## src/rtl/module_atom_tokenizer_top_defines.svh

```systemverilog
// assertion macros for the atom tokenizer
`ifndef MODULE_ATOM_TOKENIZER_TOP_DEFINES_SVH
`define MODULE_ATOM_TOKENIZER_TOP_DEFINES_SVH

// same-cycle implication
`define MAT_ASSERT_NOW(lbl, ante, cons, msg) \
    lbl: assert property (@(posedge clk) disable iff (!rst_n) (ante) |-> (cons)) \
        else $error(msg);

// next-cycle implication
`define MAT_ASSERT_NEXT(lbl, ante, cons, msg) \
    lbl: assert property (@(posedge clk) disable iff (!rst_n) (ante) |=> (cons)) \
        else $error(msg);

`endif

```

## src/rtl/mat_pkg.sv

```systemverilog
package mat_pkg;

    localparam int MAX_NAME_LEN = 31;
    localparam int NAME_LEN_W   = 6;
    localparam int QUEUE_DEPTH  = 4;
    localparam int QUEUE_AW     = 2;

    localparam logic [26:0] INT_LIMIT = 27'd99999999;
    localparam logic [19:0] LINE_MAX  = 20'hFFFFF;
    localparam logic [15:0] COL_MAX   = 16'hFFFF;

    localparam logic [7:0] CH_SPACE      = 8'h20;
    localparam logic [7:0] CH_NEWLINE    = 8'h0A;
    localparam logic [7:0] CH_LPAREN     = 8'h28;
    localparam logic [7:0] CH_RPAREN     = 8'h29;
    localparam logic [7:0] CH_QUOTE      = 8'h27;
    localparam logic [7:0] CH_ZERO       = 8'h30;
    localparam logic [7:0] CH_UNDERSCORE = 8'h5F;

    typedef enum logic [2:0] {
        MODE_IDLE,
        MODE_INT,
        MODE_NAME,
        MODE_STR,
        MODE_STRQ,
        MODE_HALT
    } mode_t;

    typedef enum logic [2:0] {
        KIND_NAME,
        KIND_LPAREN,
        KIND_RPAREN,
        KIND_INT,
        KIND_STR,
        KIND_EOF
    } kind_t;

    typedef enum logic [2:0] {
        ERR_NONE,
        ERR_EOF_IN_STR,
        ERR_INT_OVERFLOW,
        ERR_BAD_NAME_START,
        ERR_NAME_TOO_LONG
    } err_t;

    typedef struct packed {
        kind_t        token_kind;
        logic         text_valid;
        logic [7:0]   text_char;
        logic         token_end;
        logic [26:0]  int_value;
        err_t         error_code;
        logic [19:0]  line_number;
        logic [15:0]  column_number;
    } res_t;

    typedef struct packed {
        logic two;
        res_t first;
        res_t second;
    } entry_t;

    typedef struct packed {
        logic   valid;
        entry_t entry;
    } q_push_t;

    typedef struct packed {
        logic full;
        logic empty;
    } q_stat_t;

    function automatic logic is_letter(logic [7:0] c);
        return (c >= 8'h61 && c <= 8'h7A) || (c >= 8'h41 && c <= 8'h5A);
    endfunction

    function automatic logic is_digit(logic [7:0] c);
        return c >= CH_ZERO && c <= 8'h39;
    endfunction

    function automatic res_t mk_res(kind_t k, logic tv, logic [7:0] ch, logic e,
                                    logic [26:0] iv, err_t er,
                                    logic [19:0] ln, logic [15:0] cl);
        res_t r;
        r.token_kind    = k;
        r.text_valid    = tv;
        r.text_char     = ch;
        r.token_end     = e;
        r.int_value     = iv;
        r.error_code    = er;
        r.line_number   = ln;
        r.column_number = cl;
        return r;
    endfunction

endpackage

```

## src/rtl/mat_if.sv

```systemverilog
interface mat_in_if;
    logic       valid;
    logic       ready;
    logic [7:0] char_in;
    logic       end_of_input;

    modport source (output valid, output char_in, output end_of_input, input ready);
    modport sink   (input valid, input char_in, input end_of_input, output ready);
endinterface

interface mat_out_if;
    logic        valid;
    logic        ready;
    logic [2:0]  token_kind;
    logic        text_valid;
    logic [7:0]  text_char;
    logic        token_end;
    logic [26:0] int_value;
    logic [2:0]  error_code;
    logic [19:0] line_number;
    logic [15:0] column_number;

    modport source (output valid, output token_kind, output text_valid, output text_char,
                    output token_end, output int_value, output error_code,
                    output line_number, output column_number, input ready);
    modport sink   (input valid, input token_kind, input text_valid, input text_char,
                    input token_end, input int_value, input error_code,
                    input line_number, input column_number, output ready);
endinterface

```

## src/rtl/module_atom_tokenizer_top.sv

```systemverilog
// results of a byte pass through the queue and then the output register; a second result waits in a pending register
// one byte per cycle while the queue is not full; a byte that yields two results presents them in turn
// the output side is an output register plus a pending register, fed from a four-entry queue
// reset: asynchronous, active low; lexer idle between atoms, line and column counts zero
`include "module_atom_tokenizer_top_defines.svh"

module module_atom_tokenizer_top (
    input  logic      clk,
    input  logic      rst_n,
    mat_in_if.sink    char_ch,
    mat_out_if.source tok_ch
);
    import mat_pkg::*;

    q_push_t push;
    q_stat_t stat;
    entry_t  head;
    logic    pop;

    mat_front u_front (
        .clk     (clk),
        .rst_n   (rst_n),
        .char_ch (char_ch),
        .push    (push),
        .stat    (stat)
    );

    mat_queue u_queue (
        .clk   (clk),
        .rst_n (rst_n),
        .push  (push),
        .pop   (pop),
        .head  (head),
        .stat  (stat)
    );

    mat_back u_back (
        .clk    (clk),
        .rst_n  (rst_n),
        .head   (head),
        .stat   (stat),
        .pop    (pop),
        .tok_ch (tok_ch)
    );

    `MAT_ASSERT_NOW(a_queue_state, stat.full, !stat.empty, "queue full and empty at once")
    `MAT_ASSERT_NOW(a_text_not_end, tok_ch.valid && tok_ch.text_valid, !tok_ch.token_end, "text result marked as token end")
    `MAT_ASSERT_NOW(a_error_clean, tok_ch.valid && tok_ch.error_code != ERR_NONE, !tok_ch.token_end && !tok_ch.text_valid, "error result carries token data")
    `MAT_ASSERT_NOW(a_full_stalls, stat.full, !char_ch.ready, "transfer offered to a full queue")

endmodule

```

## src/rtl/mat_front.sv

```systemverilog
module mat_front (
    input  logic             clk,
    input  logic             rst_n,
    mat_in_if.sink           char_ch,
    output mat_pkg::q_push_t push,
    input  mat_pkg::q_stat_t stat
);
    import mat_pkg::*;

    mode_t                 mode_reg, mode_next;
    logic [26:0]           acc_reg, acc_next;
    logic [NAME_LEN_W-1:0] len_reg, len_next;
    logic [19:0]           line_reg, line_next;
    logic [15:0]           col_reg, col_next;

    logic        fire;
    logic [7:0]  c;
    logic        eof;
    logic [29:0] mac;
    logic [1:0]  n_res;
    res_t        res0, res1, close_res, start_res;
    logic        has_close, has_start, do_start;
    mode_t       start_mode;
    logic        start_acc, start_len;

    assign c             = char_ch.char_in;
    assign eof           = char_ch.end_of_input;
    assign char_ch.ready = !stat.full;
    assign fire          = char_ch.valid && char_ch.ready;

    // acc * 10 + digit as shift-add
    assign mac = ({3'b000, acc_reg} << 3) + ({3'b000, acc_reg} << 1) + {26'd0, c[3:0]};

    always_comb
    begin
        mode_next  = mode_reg;
        acc_next   = acc_reg;
        len_next   = len_reg;
        line_next  = line_reg;
        col_next   = col_reg;
        n_res      = 2'd0;
        res0       = '0;
        res1       = '0;
        close_res  = '0;
        start_res  = '0;
        has_close  = 1'b0;
        has_start  = 1'b0;
        do_start   = 1'b0;
        start_mode = MODE_IDLE;
        start_acc  = 1'b0;
        start_len  = 1'b0;

        if (mode_reg != MODE_HALT)
        begin
            // line and column counts
            if (!eof && c == CH_NEWLINE)
            begin
                if (line_reg < LINE_MAX)
                    line_next = line_reg + 20'd1;
                col_next = 16'd1;
            end
            else if (col_reg < COL_MAX)
            begin
                col_next = col_reg + 16'd1;
            end

            // this byte as the start of a new atom
            if (eof)
            begin
                has_start = 1'b1;
                start_res = mk_res(KIND_EOF, 1'b0, 8'd0, 1'b1, 27'd0, ERR_NONE,
                                   line_next, col_next);
            end
            else if (c == CH_SPACE || c == CH_NEWLINE)
            begin
                has_start = 1'b0;
            end
            else if (c == CH_LPAREN)
            begin
                has_start = 1'b1;
                start_res = mk_res(KIND_LPAREN, 1'b0, 8'd0, 1'b1, 27'd0, ERR_NONE,
                                   line_next, col_next);
            end
            else if (c == CH_RPAREN)
            begin
                has_start = 1'b1;
                start_res = mk_res(KIND_RPAREN, 1'b0, 8'd0, 1'b1, 27'd0, ERR_NONE,
                                   line_next, col_next);
            end
            else if (c == CH_QUOTE)
            begin
                start_mode = MODE_STR;
            end
            else if (is_digit(c))
            begin
                start_mode = MODE_INT;
                start_acc  = 1'b1;
            end
            else if (is_letter(c))
            begin
                start_mode = MODE_NAME;
                start_len  = 1'b1;
                has_start  = 1'b1;
                start_res  = mk_res(KIND_NAME, 1'b1, c, 1'b0, 27'd0, ERR_NONE,
                                    line_next, col_next);
            end
            else
            begin
                start_mode = MODE_HALT;
                has_start  = 1'b1;
                start_res  = mk_res(KIND_NAME, 1'b0, 8'd0, 1'b0, 27'd0,
                                    ERR_BAD_NAME_START, line_next, col_next);
            end

            unique case (mode_reg)
                MODE_INT:
                begin
                    if (!eof && is_digit(c))
                    begin
                        if (mac > {3'b000, INT_LIMIT})
                        begin
                            mode_next = MODE_HALT;
                            n_res     = 2'd1;
                            res0      = mk_res(KIND_NAME, 1'b0, 8'd0, 1'b0, 27'd0,
                                               ERR_INT_OVERFLOW, line_next, col_next);
                        end
                        else
                        begin
                            acc_next = mac[26:0];
                        end
                    end
                    else
                    begin
                        has_close = 1'b1;
                        close_res = mk_res(KIND_INT, 1'b0, 8'd0, 1'b1, acc_reg, ERR_NONE,
                                           line_next, col_next);
                        do_start  = 1'b1;
                    end
                end
                MODE_NAME:
                begin
                    if (!eof && (is_letter(c) || is_digit(c) || c == CH_UNDERSCORE))
                    begin
                        n_res = 2'd1;
                        if (len_reg >= NAME_LEN_W'(MAX_NAME_LEN))
                        begin
                            mode_next = MODE_HALT;
                            res0      = mk_res(KIND_NAME, 1'b0, 8'd0, 1'b0, 27'd0,
                                               ERR_NAME_TOO_LONG, line_next, col_next);
                        end
                        else
                        begin
                            len_next = len_reg + NAME_LEN_W'(1);
                            res0     = mk_res(KIND_NAME, 1'b1, c, 1'b0, 27'd0, ERR_NONE,
                                              line_next, col_next);
                        end
                    end
                    else
                    begin
                        has_close = 1'b1;
                        close_res = mk_res(KIND_NAME, 1'b0, 8'd0, 1'b1, 27'd0, ERR_NONE,
                                           line_next, col_next);
                        do_start  = 1'b1;
                    end
                end
                MODE_STR:
                begin
                    n_res = 2'd1;
                    if (eof)
                    begin
                        mode_next = MODE_HALT;
                        res0      = mk_res(KIND_NAME, 1'b0, 8'd0, 1'b0, 27'd0,
                                           ERR_EOF_IN_STR, line_next, col_next);
                    end
                    else if (c == CH_QUOTE)
                    begin
                        mode_next = MODE_STRQ;
                        n_res     = 2'd0;
                    end
                    else
                    begin
                        res0 = mk_res(KIND_STR, 1'b1, c, 1'b0, 27'd0, ERR_NONE,
                                      line_next, col_next);
                    end
                end
                MODE_STRQ:
                begin
                    if (!eof && c == CH_QUOTE)
                    begin
                        mode_next = MODE_STR;
                        n_res     = 2'd1;
                        res0      = mk_res(KIND_STR, 1'b1, c, 1'b0, 27'd0, ERR_NONE,
                                           line_next, col_next);
                    end
                    else
                    begin
                        has_close = 1'b1;
                        close_res = mk_res(KIND_STR, 1'b0, 8'd0, 1'b1, 27'd0, ERR_NONE,
                                           line_next, col_next);
                        do_start  = 1'b1;
                    end
                end
                default:
                begin
                    do_start = 1'b1;
                end
            endcase

            if (do_start)
            begin
                mode_next = start_mode;
                if (start_acc)
                    acc_next = {23'd0, c[3:0]};
                if (start_len)
                    len_next = NAME_LEN_W'(1);
                if (has_close)
                begin
                    res0  = close_res;
                    res1  = start_res;
                    n_res = has_start ? 2'd2 : 2'd1;
                end
                else
                begin
                    res0  = start_res;
                    n_res = has_start ? 2'd1 : 2'd0;
                end
            end
        end
    end

    assign push.valid        = fire && (n_res != 2'd0);
    assign push.entry.two    = (n_res == 2'd2);
    assign push.entry.first  = res0;
    assign push.entry.second = res1;

    always_ff @(posedge clk or negedge rst_n)
    begin
        if (!rst_n)
        begin
            mode_reg <= MODE_IDLE;
            acc_reg  <= '0;
            len_reg  <= '0;
            line_reg <= '0;
            col_reg  <= '0;
        end
        else if (fire)
        begin
            mode_reg <= mode_next;
            acc_reg  <= acc_next;
            len_reg  <= len_next;
            line_reg <= line_next;
            col_reg  <= col_next;
        end
    end

endmodule

```

## src/rtl/mat_queue.sv

```systemverilog
module mat_queue (
    input  logic             clk,
    input  logic             rst_n,
    input  mat_pkg::q_push_t push,
    input  logic             pop,
    output mat_pkg::entry_t  head,
    output mat_pkg::q_stat_t stat
);
    import mat_pkg::*;

    entry_t              slot_reg [QUEUE_DEPTH];
    logic [QUEUE_AW-1:0] wr_ptr_reg, rd_ptr_reg;
    logic [QUEUE_AW:0]   count_reg, count_next;
    logic                do_push, do_pop;

    assign stat.full  = (count_reg == (QUEUE_AW+1)'(QUEUE_DEPTH));
    assign stat.empty = (count_reg == '0);
    assign do_push    = push.valid && !stat.full;
    assign do_pop     = pop && !stat.empty;
    assign head       = slot_reg[rd_ptr_reg];

    always_comb
    begin
        count_next = count_reg;
        if (do_push && !do_pop)
            count_next = count_reg + (QUEUE_AW+1)'(1);
        else if (do_pop && !do_push)
            count_next = count_reg - (QUEUE_AW+1)'(1);
    end

    always_ff @(posedge clk or negedge rst_n)
    begin
        if (!rst_n)
        begin
            wr_ptr_reg <= '0;
            rd_ptr_reg <= '0;
            count_reg  <= '0;
        end
        else
        begin
            count_reg <= count_next;
            if (do_push)
                wr_ptr_reg <= wr_ptr_reg + QUEUE_AW'(1);
            if (do_pop)
                rd_ptr_reg <= rd_ptr_reg + QUEUE_AW'(1);
        end
    end

    always_ff @(posedge clk)
    begin
        if (do_push)
            slot_reg[wr_ptr_reg] <= push.entry;
    end

endmodule

```

## src/rtl/mat_back.sv

```systemverilog
module mat_back (
    input  logic             clk,
    input  logic             rst_n,
    input  mat_pkg::entry_t  head,
    input  mat_pkg::q_stat_t stat,
    output logic             pop,
    mat_out_if.source        tok_ch
);
    import mat_pkg::*;

    res_t out_reg, pend_reg;
    logic out_valid_reg, pend_valid_reg;
    logic load;

    // output register free or being drained this cycle
    assign load = !out_valid_reg || tok_ch.ready;
    assign pop  = load && !pend_valid_reg && !stat.empty;

    always_ff @(posedge clk or negedge rst_n)
    begin
        if (!rst_n)
        begin
            out_valid_reg  <= 1'b0;
            pend_valid_reg <= 1'b0;
        end
        else if (load)
        begin
            out_valid_reg <= pend_valid_reg || !stat.empty;
            if (pend_valid_reg)
                pend_valid_reg <= 1'b0;
            else if (!stat.empty)
                pend_valid_reg <= head.two;
        end
    end

    always_ff @(posedge clk)
    begin
        if (load)
        begin
            if (pend_valid_reg)
            begin
                out_reg <= pend_reg;
            end
            else if (!stat.empty)
            begin
                out_reg  <= head.first;
                pend_reg <= head.second;
            end
        end
    end

    assign tok_ch.valid         = out_valid_reg;
    assign tok_ch.token_kind    = out_reg.token_kind;
    assign tok_ch.text_valid    = out_reg.text_valid;
    assign tok_ch.text_char     = out_reg.text_char;
    assign tok_ch.token_end     = out_reg.token_end;
    assign tok_ch.int_value     = out_reg.int_value;
    assign tok_ch.error_code    = out_reg.error_code;
    assign tok_ch.line_number   = out_reg.line_number;
    assign tok_ch.column_number = out_reg.column_number;

endmodule

```

## src/flat_wrapper.sv

```systemverilog
// flat-port wrapper written by rule: the top's interface ports become plain ports
module module_atom_tokenizer_top_flat import mat_pkg::*;
  (clk, rst_n, char_ch_valid, char_ch_char_in, char_ch_end_of_input, char_ch_ready, tok_ch_valid, tok_ch_token_kind, tok_ch_text_valid, tok_ch_text_char, tok_ch_token_end, tok_ch_int_value, tok_ch_error_code, tok_ch_line_number, tok_ch_column_number, tok_ch_ready);
  mat_in_if char_ch_i ();
  mat_out_if tok_ch_i ();
  input  logic clk;
  input  logic rst_n;
  input wire logic [$bits(char_ch_i.valid)-1:0] char_ch_valid;
  input wire logic [$bits(char_ch_i.char_in)-1:0] char_ch_char_in;
  input wire logic [$bits(char_ch_i.end_of_input)-1:0] char_ch_end_of_input;
  output wire logic [$bits(char_ch_i.ready)-1:0] char_ch_ready;
  output wire logic [$bits(tok_ch_i.valid)-1:0] tok_ch_valid;
  output wire logic [$bits(tok_ch_i.token_kind)-1:0] tok_ch_token_kind;
  output wire logic [$bits(tok_ch_i.text_valid)-1:0] tok_ch_text_valid;
  output wire logic [$bits(tok_ch_i.text_char)-1:0] tok_ch_text_char;
  output wire logic [$bits(tok_ch_i.token_end)-1:0] tok_ch_token_end;
  output wire logic [$bits(tok_ch_i.int_value)-1:0] tok_ch_int_value;
  output wire logic [$bits(tok_ch_i.error_code)-1:0] tok_ch_error_code;
  output wire logic [$bits(tok_ch_i.line_number)-1:0] tok_ch_line_number;
  output wire logic [$bits(tok_ch_i.column_number)-1:0] tok_ch_column_number;
  input wire logic [$bits(tok_ch_i.ready)-1:0] tok_ch_ready;
  assign char_ch_i.valid = char_ch_valid;
  assign char_ch_i.char_in = char_ch_char_in;
  assign char_ch_i.end_of_input = char_ch_end_of_input;
  assign char_ch_ready = char_ch_i.ready;
  assign tok_ch_valid = tok_ch_i.valid;
  assign tok_ch_token_kind = tok_ch_i.token_kind;
  assign tok_ch_text_valid = tok_ch_i.text_valid;
  assign tok_ch_text_char = tok_ch_i.text_char;
  assign tok_ch_token_end = tok_ch_i.token_end;
  assign tok_ch_int_value = tok_ch_i.int_value;
  assign tok_ch_error_code = tok_ch_i.error_code;
  assign tok_ch_line_number = tok_ch_i.line_number;
  assign tok_ch_column_number = tok_ch_i.column_number;
  assign tok_ch_i.ready = tok_ch_ready;
  module_atom_tokenizer_top u_core (.clk(clk), .rst_n(rst_n), .char_ch(char_ch_i), .tok_ch(tok_ch_i));
endmodule
```

## config.mk

```make
export PLATFORM = sky130hd
export DESIGN_NAME = module_atom_tokenizer_top_flat
export DESIGN_NICKNAME = d
export VERILOG_FILES = /design/src/rtl/mat_pkg.sv /design/src/rtl/mat_if.sv /design/src/rtl/module_atom_tokenizer_top.sv /design/src/rtl/mat_front.sv /design/src/rtl/mat_queue.sv /design/src/rtl/mat_back.sv /design/src/flat_wrapper.sv
export VERILOG_INCLUDE_DIRS = /design/src /design/src/rtl
export SDC_FILE = /design/constraint.sdc
export NUM_CORES = 1
export LEC_CHECK = 0
export BUFFER_PORTS_ARGS = -buffer_cell sky130_fd_sc_hd__buf_2
export CAP_MARGIN = 20
export CELL_PAD_IN_SITES_DETAIL_PLACEMENT = 0
export CELL_PAD_IN_SITES_GLOBAL_PLACEMENT = 1
export CORE_ASPECT_RATIO = 1.75
export CORE_UTILIZATION = 53
export CTS_BUF_LIST = sky130_fd_sc_hd__clkbuf_4 sky130_fd_sc_hd__clkbuf_8 sky130_fd_sc_hd__clkbuf_16
export CTS_CLUSTER_SIZE = 8
export DETAILED_ROUTE_END_ITERATION = 8
export HOLD_SLACK_MARGIN = 0.15
export MAX_ROUTING_LAYER = met4
export PLACE_DENSITY_LB_ADDON = 0.1
export REMOVE_ABC_BUFFERS = 1
export SETUP_SLACK_MARGIN = 0.5
export SLEW_MARGIN = 20
export SYNTH_ARGS = -nofsm -noshare
export SYNTH_HDL_FRONTEND = slang
export SYNTH_SLANG_ARGS = --single-unit
```

## constraint.sdc

```tcl
create_clock -name clk -period 9.2 [get_ports clk]
set_clock_uncertainty 0.05 [all_clocks]
set_input_delay 2.3 -clock clk [delete_from_list [all_inputs] [get_ports clk]]
set_output_delay 2.3 -clock clk [all_outputs]
set_load 0.01 [all_outputs]
```

==> flow_metrics.py, run 1 <==
metrics = {
    "power": {
        "power.internal_mw": 8.18,
        "peakVddDrop_mv": 0.242,
        "power.total_mw": 11.6,
        "power_frac_clock_pct": 30.9,
        "netSwitchingFraction_pct": 29.5,
        "switchingPower_mw": 3.43,
        "power.density_nw_per_um2": 327,
        "comb_power_share_pct": 25.6,
        "power_frac_seq_pct": 43.5,
        "p_leak_nw": 13.0,
    },
    "floorplanning": {
        "start_util_pct": 53.9,
        "io_pins": 94,
        "dieArea_sq_um": 59300,
        "fp.coreArea_sq_um": 57300,
        "die_x_um": 185,
        "rows": 116,
        "fp.dieH_um": 321,
    },
    "placement": {
        "gp_congestion": 0.904,
        "place_area_sq_um": 32400,
        "port-buffer-count": 93,
        "place_hpwl_mm": 44.0,
    },
    "synth": {
        "syn_inst": 1912,
        "ys_types": 74,
        "synth_warnings": 0,
        "synth-edff-count": 649,
        "ys.flop_type": "edfxtp_1",
        "async_flop_share_pct": 11.1,
        "avgSynthCellArea_sq_um": 16.2,
        "ys_seq_elements": 730,
        "syn_area_sq_um": 30900,
        "seq_area_frac_synth_pct": 69.6,
    },
    "routing": {
        "drtIter0Drc": 1090,
        "viasPerCell": 5.78,
        "antenna_left": 0,
        "post_drt_wl_per_cell_um": 23.5,
        "drc": 0,
        "drtPass1Iterations": 6,
        "finalWirelength_mm": 68.3,
        "dr_total_vias": 16800,
    },
    "clocking": {
        "clk_latency_ns": 0.66,
        "holdBufCountCts": 0,
        "post_cts_buffers": 0,
        "clkTransAtPathRegs_ns": 0.05,
        "cts_root_buf": "clkbuf_16",
        "cts_buffer_depth": 3,
        "cts_sinks": 730,
        "cts_tree": "done",
        "post_cts_resized": 0,
        "cts_made_buffers": 101,
        "cts-htree-levels": 3,
    },
    "min_path": {
        "hold_end": "u_core.u_front.col_reg[10]",
        "holdPathStages": 2,
        "holdCritPathClass": "register to register",
        "worstHoldStart": "u_core.u_front.col_reg[10]",
    },
    "final_layout": {
        "ff_latch_area_sq_um": 21500,
        "fin_nets": 2133,
        "multi_input_area_sq_um": 8960,
        "final_area_sq_um": 35500,
        "nFillCells": 4185,
        "drive_above_1_share_pct": 24.3,
        "area_growth_pct": 15.0,
        "largest_reg_flops": 520,
        "final_core_util_pct": 62.0,
    },
    "setup_path": {
        "r2r_end": "u_core.u_queue.slot_reg[1][106]",
        "critPathKind": "input pin to register",
        "required_ns": 9.45,
        "r2r_start": "u_core.u_front.acc_reg[8]",
        "r2r_slack_ns": 3.13,
        "cp.arrival_ns": 7.90,
        "path_max_fanout": 34,
        "path_cells": "buf_2 -> inv_1 -> fa_1 -> inv_1 -> fa_1 -> a211oi_2 -> o211ai_2 -> a41oi_1 -> o21ai_0 -> xnor2_1 -> or4b_1 -> o221a_2 -> o31ai_2 -> a31oi_1 -> nor3_2 -> and2_4 -> buf_4",
        "r2r_cells": 14,
        "critPathMaxStageDelay_ns": 0.62,
        "end_kind": "register",
        "slowest_stage": "and2_4",
        "start_kind": "input pin",
    },
    "sta": {
        "max_freq_ghz": 0.131,
        "period_needed_ns": 7.65,
        "tns_ns": 0,
        "drv_slew": 0,
        "finalCritPeriodShare_pct": 83.1,
        "rsz0062_at_grt": "no",
        "setup_violations": 0,
        "holdWs_ns": 0.432,
        "finalHoldViolCount": 0,
        "relSlewSlack_pct": 25.6,
        "worst_pin_slew_ns": 1.11,
    },
    "grt": {
        "antenna_found_initial": 3,
        "grt_max_degree": 89,
        "grt_remaining_overflow": 0,
        "grt_pass1_wl_mm": 106,
        "grtUsageTotal_pct": 24.8,
        "grt_pass1_vias": 18000,
    },
    "status": {
        "status": "completed",
    },
    "run": {
        "drv_cap": 0,
    },
}
==> how the worst max path moves through the flow <==
stage	cells past startpoint	from	slack, ns	to
after global placement	17	char_ch_char_in[3]	0.99	u_core.u_queue.slot_reg[1][16]
after CTS	17	char_ch_char_in[3]	1.50	u_core.u_queue.slot_reg[1][95]
after global routing	17	char_ch_char_in[3]	1.18	u_core.u_queue.slot_reg[1][95]
after floorplan	15	char_ch_char_in[3]	-0.37	u_core.u_queue.slot_reg[0][0]
final	17	char_ch_char_in[3]	1.55	u_core.u_queue.slot_reg[1][106]
after detailed placement	17	char_ch_char_in[3]	0.83	u_core.u_queue.slot_reg[1][142]
==> layout make-up <==
| cell class | count | area share (%) |
|---|---|---|
| inverters | 30 | 0.317 |
| repair buffers | 124 | 2.25 |
| clock inverters | 8 | 0.310 |
| well taps | 767 | 2.70 |
| multi-input cells | 1068 | 25.2 |
| clock buffers | 171 | 8.59 |
| diodes | 2 | 0.0141 |
| flip-flops and latches | 730 | 60.6 |
==> synthesized netlist by cell type (36+ instances only) <==
| library cell | count | area [sq um] |
|---|---|---|
| ha_1 | 62 | 776 |
| xnor2_1 | 40 | 350 |
| edfxtp_1 | 649 | 19500 |
| nor2_1 | 146 | 548 |
| and2_1 | 36 | 225 |
| clkbuf_1 | 60 | 225 |
| a21oi_1 | 53 | 265 |
| o21ai_0 | 61 | 305 |
| mux2_2 | 55 | 619 |
| mux4_2 | 130 | 2930 |
| nand2_1 | 138 | 518 |
| nand3_1 | 58 | 290 |
| dfrtp_1 | 81 | 2030 |
| nor2b_1 | 41 | 257 |
==> power by group through the flow <==
stage	clock network, mW	registers, mW	logic, mW
3_3_place_gp	0	5.09	3.02
5_1_grt	3.79	5.13	3.23
3_5_place_dp	0	5.12	3.04
4_1_cts	3.66	5.07	3.06
6_report	3.59	5.05	2.97
2_1_floorplan	0	5.32	1.93
==> cells in the final DEF (no fill, tap or decap), drive strengths merged, types with 10 or more instances in the layout <==
master	instances
a21oi	53
and2	36
and3	15
buf	124
clkbuf	171
dfrtp	81
edfxtp	649
ha	62
inv	32
mux2	56
mux4	130
nand2	138
nand3	58
nand4	16
nor2	146
nor2b	41
nor3	26
nor4	10
o211ai	11
o21ai	77
xnor2	40
xor2	29
==> routing by layer <==
| metal | GRT usage, % | vias to the layer above | share of wire, % |
|---|---|---|---|
| li1 | - | 7726 | - |
| met1 | 26.7 | 8527 | 37 |
| met2 | 44.6 | 384 | 56 |
| met3 | 3.53 | 136 | 3.4 |
| met4 | 11.5 | 0 | 4.0 |
| met5 | - | - | 0 |
==> through the flow <==
stage                     setup WS, ns  instances
final                             1.55       2900
after global routing              1.18       2900
after CTS                         1.50       2898
after detailed placement         0.834       2719
after global placement           0.986       2719
after floorplan                 -0.368       1828
==> logic make-up (layout without fill, tap and decap cells) <==
family | count (synthesis) | after routing | share of synthesized area (%)
AOI/OAI and AO/OA | 212 | 212 | 4.30
DFF | 730 | 730 | 69.6
xor gates and xnor gates | 69 | 69 | 1.96
muxes | 189 | 189 | 11.6
adders and majority gates | 65 | 65 | 2.71
and+or+nand+nor | 529 | 529 | 8.25
buffers and inverters | 117 | 333 | 1.52
other | 1 | 6 | 0.0121
==> critical path, delay by kind of cell <==
kind	cells	cell delay, ns
simple gates	3	1.67
xor+xnor	1	0.16
compound gates	7	1.93
buf+inv	4	0.82
fa+ha+maj	2	0.97
(Power assumes the default switching activity.)
==> run 2: changes to the inputs <==
--- a/config.mk
+++ b/config.mk
@@ -6,12 +6,13 @@
 export SDC_FILE = /design/constraint.sdc
 export NUM_CORES = 1
 export LEC_CHECK = 0
+export ABC_AREA = 1
 export BUFFER_PORTS_ARGS = -buffer_cell sky130_fd_sc_hd__buf_2
 export CAP_MARGIN = 20
 export CELL_PAD_IN_SITES_DETAIL_PLACEMENT = 0
 export CELL_PAD_IN_SITES_GLOBAL_PLACEMENT = 1
 export CORE_ASPECT_RATIO = 1.75
-export CORE_UTILIZATION = 53
+export CORE_UTILIZATION = 45
 export CTS_BUF_LIST = sky130_fd_sc_hd__clkbuf_4 sky130_fd_sc_hd__clkbuf_8 sky130_fd_sc_hd__clkbuf_16
 export CTS_CLUSTER_SIZE = 8
 export DETAILED_ROUTE_END_ITERATION = 8
==> constraint.sdc (replaced) <==
create_clock -name clk -period 6.48 [get_ports clk]
set_clock_uncertainty 0.05 [all_clocks]
set_input_delay 1.62 -clock clk [delete_from_list [all_inputs] [get_ports clk]]
set_output_delay 1.62 -clock clk [all_outputs]
set_load 0.01 [all_outputs]
==> flow_metrics.py, run 2 <==
metrics = {
    "clocking": {
        "clk_latency_ns": 0.68,
        "cts_buffer_depth": 3,
        "cts_sinks": 730,
        "cts-htree-levels": 3,
        "cts_tree": "done",
        "holdBufCountCts": 0,
        "cts_made_buffers": 101,
        "clkTransAtPathRegs_ns": 0.06,
        "post_cts_buffers": 0,
        "cts_root_buf": "clkbuf_16",
        "post_cts_resized": 0,
    },
    "final_layout": {
        "final_area_sq_um": 37300,
        "ff_latch_area_sq_um": 21500,
        "final_cell_mix": "nor2_1 (669), edfxtp_1 (649), nand2_1 (413)",
        "layout_commonest_cell": "nor2_1",
        "instances_no_fill": 4158,
        "fin_nets": 3243,
        "multi_input_area_sq_um": 9370,
        "largest_reg_flops": 520,
        "area_growth_pct": 15.3,
        "drive_above_1_share_pct": 11.9,
        "nFillCells": 6287,
    },
    "synth": {
        "async_flop_share_pct": 11.1,
        "seq_area_frac_synth_pct": 66.5,
        "synth_top_area_cell": "edfxtp_1",
        "avgSynthCellArea_sq_um": 10.6,
        "ys.flop_type": "edfxtp_1",
        "muxShareOfSynthArea_pct": 0.0348,
        "synth_compound_area_share_pct": 9.24,
        "syn_area_sq_um": 32300,
        "synth_top_area_share_pct": 60.2,
        "synth_top_family_by_area": "simple AND/OR/NAND/NOR gates",
        "syn_inst": 3049,
        "ys_seq_elements": 730,
        "yosys-top-cells-count": "nor2_1 (674), edfxtp_1 (649), nand2_1 (413)",
        "yosysMostFrequentCell": "nor2_1",
        "netlist_top_cells_area": "edfxtp_1 (60%), nor2_1 (7.8%), dfrtp_1 (6.3%)",
        "synthXorXnorAreaFrac_pct": 0.623,
        "yosys.area_share.simple_pct": 16.3,
        "synth-edff-count": 649,
        "ys_types": 55,
        "synth_warnings": 0,
        "synthAdderAreaFrac_pct": 2.58,
    },
    "placement": {
        "dp_cells": 3979,
        "port-buffer-count": 93,
        "place_area_sq_um": 34100,
        "gp_congestion": 0.898,
        "place_hpwl_mm": 56.5,
    },
    "floorplanning": {
        "die_x_um": 205,
        "start_util_pct": 45.7,
        "dieArea_sq_um": 73000,
        "io_pins": 94,
        "fp.dieH_um": 357,
        "fp.coreArea_sq_um": 70900,
        "rows": 129,
    },
    "min_path": {
        "holdCritPathClass": "register to register",
        "hold_end": "u_core.u_front.mode_reg[1]",
        "holdPathStages": 2,
        "worstHoldStart": "u_core.u_front.mode_reg[1]",
    },
    "setup_path": {
        "slowest_stage": "fa_1",
        "cpLargestDelayFamily": "simple AND/OR/NAND/NOR gates",
        "path_max_fanout": 4,
        "required_ns": 6.96,
        "r2r_slack_ns": 1.53,
        "crit_top_cell": "nand2_1",
        "critPathMaxStageDelay_ns": 0.53,
        "r2r_end": "u_core.u_queue.count_reg[2]",
        "path_buf_inv": 4,
        "critPathKind": "input pin to register",
        "r2r_start": "u_core.u_front.acc_reg[6]",
        "cp.arrival_ns": 5.94,
        "end_kind": "register",
        "start_kind": "input pin",
        "r2r_cells": 24,
    },
    "grt": {
        "grt_max_degree": 201,
        "antenna_found_initial": 3,
        "grt_remaining_overflow": 0,
        "grt_pass1_wl_mm": 135,
        "grtUsageTotal_pct": 25.7,
        "grt_pass1_vias": 23000,
    },
    "sta": {
        "relSlewSlack_pct": 24.5,
        "setup_violations": 0,
        "holdWs_ns": 0.478,
        "period_needed_ns": 5.46,
        "max_freq_ghz": 0.183,
        "worst_pin_slew_ns": 1.13,
        "drv_slew": 0,
        "finalHoldViolCount": 0,
        "finalCritPeriodShare_pct": 84.3,
        "rsz0062_at_grt": "no",
    },
    "status": {
        "status": "completed",
    },
    "power": {
        "power.density_nw_per_um2": 524,
        "peakVddDrop_mv": 0.436,
        "p_leak_nw": 14.6,
    },
    "routing": {
        "antenna_left": 0,
        "post_drt_wl_per_cell_um": 21.5,
        "viasPerCell": 5.41,
        "finalWirelength_mm": 89.5,
        "drtPass1Iterations": 5,
        "dr_total_vias": 22500,
        "drtIter0Drc": 1446,
        "drc": 0,
    },
    "run": {
        "drv_cap": 0,
    },
}
run 2: cell count changes after synthesis, sizes merged, moves of 45 or more:
cell,previous run,this run
inv,29,256
o22ai,6,76
a31oi,7,55
nand3,58,104
mux4,130,0
mux2,56,1
nand2,138,421
nor2,146,684
o21ai,77,321
clkbuf,60,105
run 2: cell type report:
class,instances,share of cell area (%)
antenna,1,0.00671
clock buffer,171,8.25
tap,917,3.08
sequential,730,57.7
multi-input combinational,1931,25.1
inverter,258,2.63
clock inverter,7,0.453
timing repair buffer,143,2.80
run 2: logic make-up (layout without fill, tap and decap cells):
family | Yosys count | after routing
flip-flops | 730 | 730
XOR/XNOR | 23 | 23
adder cells (fa/ha/maj) | 65 | 65
other | 1 | 5
AND/OR/NAND/NOR | 1295 | 1295
buffers and inverters | 391 | 579
AO/OA/AOI/OAI | 543 | 543
multiplexers | 1 | 1
run 2: worst max-delay path by stage:
stage / endpoint / start / cells after the start
after floorplan: u_core.u_queue.slot_reg[0][0] / char_ch_valid / 6
after global placement: u_core.u_queue.count_reg[2] / char_ch_char_in[3] / 28
after detailed placement: u_core.u_queue.count_reg[2] / char_ch_char_in[3] / 28
after CTS: u_core.u_queue.count_reg[2] / char_ch_char_in[3] / 28
after global routing: u_core.u_queue.count_reg[2] / char_ch_char_in[3] / 28
final: u_core.u_queue.count_reg[2] / char_ch_char_in[3] / 28
run 2: through the flow:
| stage | setup slack (ns) | setup TNS, ns | power, mW | util [%] |
|---|---|---|---|---|
| 5_1_grt | 0.670 | 0 | 20.7 | 52.7 |
| 2_1_floorplan | -4.15 | -2630.43 | 11.9 | - |
| 6_report | 1.02 | 0 | 19.6 | 52.7 |
| 4_1_cts | 0.986 | 0 | 19.8 | 52.7 |
| 3_5_place_dp | 0.278 | 0 | 14.5 | 48.1 |
| 3_3_place_gp | 0.278 | 0 | 14.4 | 48.1 |
run 2: power breakdown:
part	switching (mW)	total (mW)	internal [mW]
clock	1.98	5.25	3.26
sequential	0.622	7.96	7.34
combinational	4.56	6.36	1.80
run 2: worst min-delay path, stage by stage, from the launching register on:
cell     delay, ns
dfrtp_1       0.37
nand2_1       0.06
o21ai_0       0.07
run 2: layer usage:
metal | GRT usage (%) | part of all wire [%] | vias to the layer above
met4 | 9.96 | 3.2 | 0
met2 | 48.1 | 56 | 509
li1 | - | - | 10800
met3 | 3.50 | 3.5 | 152
met1 | 26.8 | 37 | 11100
met5 | - | 0 | -
==> run 3: changes to the inputs <==
==> constraint.sdc (replaced) <==
create_clock -name clk -period 4.5 [get_ports clk]
set_clock_uncertainty 0.05 [all_clocks]
set_input_delay 1.125 -clock clk [delete_from_list [all_inputs] [get_ports clk]]
set_output_delay 1.125 -clock clk [all_outputs]
set_load 0.01 [all_outputs]
==> flow_metrics.py, run 3 (synthesized netlist as in run 2, its figures left out) <==
metrics = {
    "floorplanning": {
        "die_x_um": 205,
        "start_util_pct": 45.7,
        "fp.coreArea_sq_um": 70900,
        "fp.dieH_um": 357,
        "dieArea_sq_um": 73000,
        "io_pins": 94,
        "rows": 129,
    },
    "placement": {
        "dp_worst_setup_slack_ns": -1.11,
        "dp_cells": 4139,
        "gp_congestion": 0.891,
        "place_area_sq_um": 35500,
        "port-buffer-count": 93,
        "place_hpwl_mm": 60.5,
    },
    "grt": {
        "top_usage_layer": "met2",
        "grtUsageMet1_pct": 28.5,
        "grt_remaining_overflow": 0,
        "grt_util_met3_pct": 3.56,
        "grt_max_degree": 186,
        "antenna_found_initial": 0,
        "grt_pass1_wl_mm": 140,
        "grt_pass1_vias": 23500,
        "use_met2_pct": 49.3,
        "grtUsageTotal_pct": 26.8,
    },
    "setup_path": {
        "path_buf_inv": 11,
        "r2r_end": "u_core.u_queue.slot_reg[0][109]",
        "cp-startpoint": "char_ch_char_in[3]",
        "crit_top_cell": "buf_12",
        "start_kind": "input pin",
        "path_depth": 30,
        "slowest_stage": "fa_1",
        "r2r_cells": 30,
        "cp.arrival_ns": 4.75,
        "critPathMaxStageDelay_ns": 0.51,
        "path_max_fanout": 7,
        "required_ns": 4.83,
        "crit_end": "u_core.u_queue.slot_reg[0][109]",
        "cpLargestDelayFamily": "simple AND/OR/NAND/NOR gates",
        "end_kind": "register",
        "critPathKind": "input pin to register",
        "r2r_start": "u_core.u_front.acc_reg[5]",
        "r2r_slack_ns": 0.15,
    },
    "run": {
        "drv_cap": 0,
    },
    "sta": {
        "setup_violations": 0,
        "finalHoldViolCount": 0,
        "fin_ws_ns": 0.0785,
        "tns_ns": 0,
        "finalCritPeriodShare_pct": 98.3,
        "period_needed_ns": 4.42,
        "relSlewSlack_pct": 31.4,
        "holdWs_ns": 0.432,
        "max_freq_ghz": 0.226,
        "drv_slew": 0,
        "rsz0062_at_grt": "yes",
        "worst_pin_slew_ns": 1.03,
    },
    "routing": {
        "viasPerCell": 5.33,
        "dr_total_vias": 23300,
        "drtPass1Iterations": 5,
        "drtIter0Drc": 1461,
        "drc": 0,
        "post_drt_wl_per_cell_um": 21.3,
        "finalWirelength_mm": 93.1,
        "antenna_left": 0,
    },
    "clocking": {
        "cts_buffer_depth": 3,
        "cts_made_buffers": 101,
        "cts_tree": "done",
        "cts_root_buf": "clkbuf_16",
        "clkTransAtPathRegs_ns": 0.06,
        "cts-htree-levels": 3,
        "clk_latency_ns": 0.69,
        "cts_sinks": 730,
        "holdBufCountCts": 0,
    },
    "final_layout": {
        "final_area_sq_um": 40100,
        "nFillCells": 6047,
        "layout_commonest_cell": "nor2_1",
        "largest_reg_flops": 520,
        "fin_nets": 3462,
        "final_core_util_pct": 56.6,
        "drive_above_1_share_pct": 19.4,
        "diodes": 0,
        "instances_no_fill": 4365,
        "area_growth_pct": 23.9,
        "final_cell_mix": "nor2_1 (655), edfxtp_1 (649), nand2_1 (390)",
    },
    "status": {
        "status": "completed",
    },
    "power": {
        "p_leak_nw": 15.9,
        "power.total_mw": 30.4,
        "power.density_nw_per_um2": 759,
        "peakVddDrop_mv": 0.615,
    },
    "min_path": {
        "holdCritPathClass": "input pin to async pin",
    },
}
[run 3: worst min-delay path by stage]
stage          depth (start not counted)                        start  slack (ns)                     endpoint
2_1_floorplan                          1  u_core.u_queue.count_reg[2]        0.42  u_core.u_queue.count_reg[2]
3_3_place_gp                           1  u_core.u_queue.count_reg[2]        0.44  u_core.u_queue.count_reg[2]
3_5_place_dp                           1  u_core.u_queue.count_reg[2]        0.45  u_core.u_queue.count_reg[2]
4_1_cts                                1                        rst_n        0.41   u_core.u_front.acc_reg[23]
5_1_grt                                1                        rst_n        0.45   u_core.u_front.acc_reg[24]
6_report                               1                        rst_n        0.43   u_core.u_front.acc_reg[23]
[run 3: where the power goes]
group / internal [mW] / total, mW / switching, mW
registers: 10.6 / 11.3 / 0.702
clock network: 4.50 / 7.36 / 2.87
logic: 4.36 / 11.8 / 7.45
[run 3: area by class of cell]
cell class	instances	area [sq um]	share of cell area, %
Timing Repair Buffer	362	3550	8.86
Clock inverter	9	160	0.400
Multi-Input combinational cell	1931	9760	24.3
Inverter	258	990	2.47
Tap cell	917	1150	2.86
Sequential cell	730	21500	53.7
Clock buffer	158	2960	7.37
[run 3: worst register-to-register path, delay by kind of cell, from the launching register on]
kind / cells / cell delay [ns]
adder cells (fa/ha/maj): 2 / 0.61
buffers and inverters: 9 / 1.01
flip-flops: 1 / 0.41
AND/OR/NAND/NOR: 19 / 1.95
[run 3: timing repair]
item                       in CTS  in global routing
pin swaps                      20                 20
hold endpoints to repair        0                  0
gates cloned                   12                  2
setup endpoints to repair     701                695
buffers inserted               36                  9
gates resized for setup        81                 62
[run 3: metal layers]
layer | share of wire (%) | up-vias | wire (um)
met3 | 3.5 | 159 | 3260
met5 | 0 | - | 0
met4 | 3.5 | 0 | 3290
li1 | - | 11200 | -
met1 | 37 | 11400 | 34800
met2 | 56 | 535 | 51700
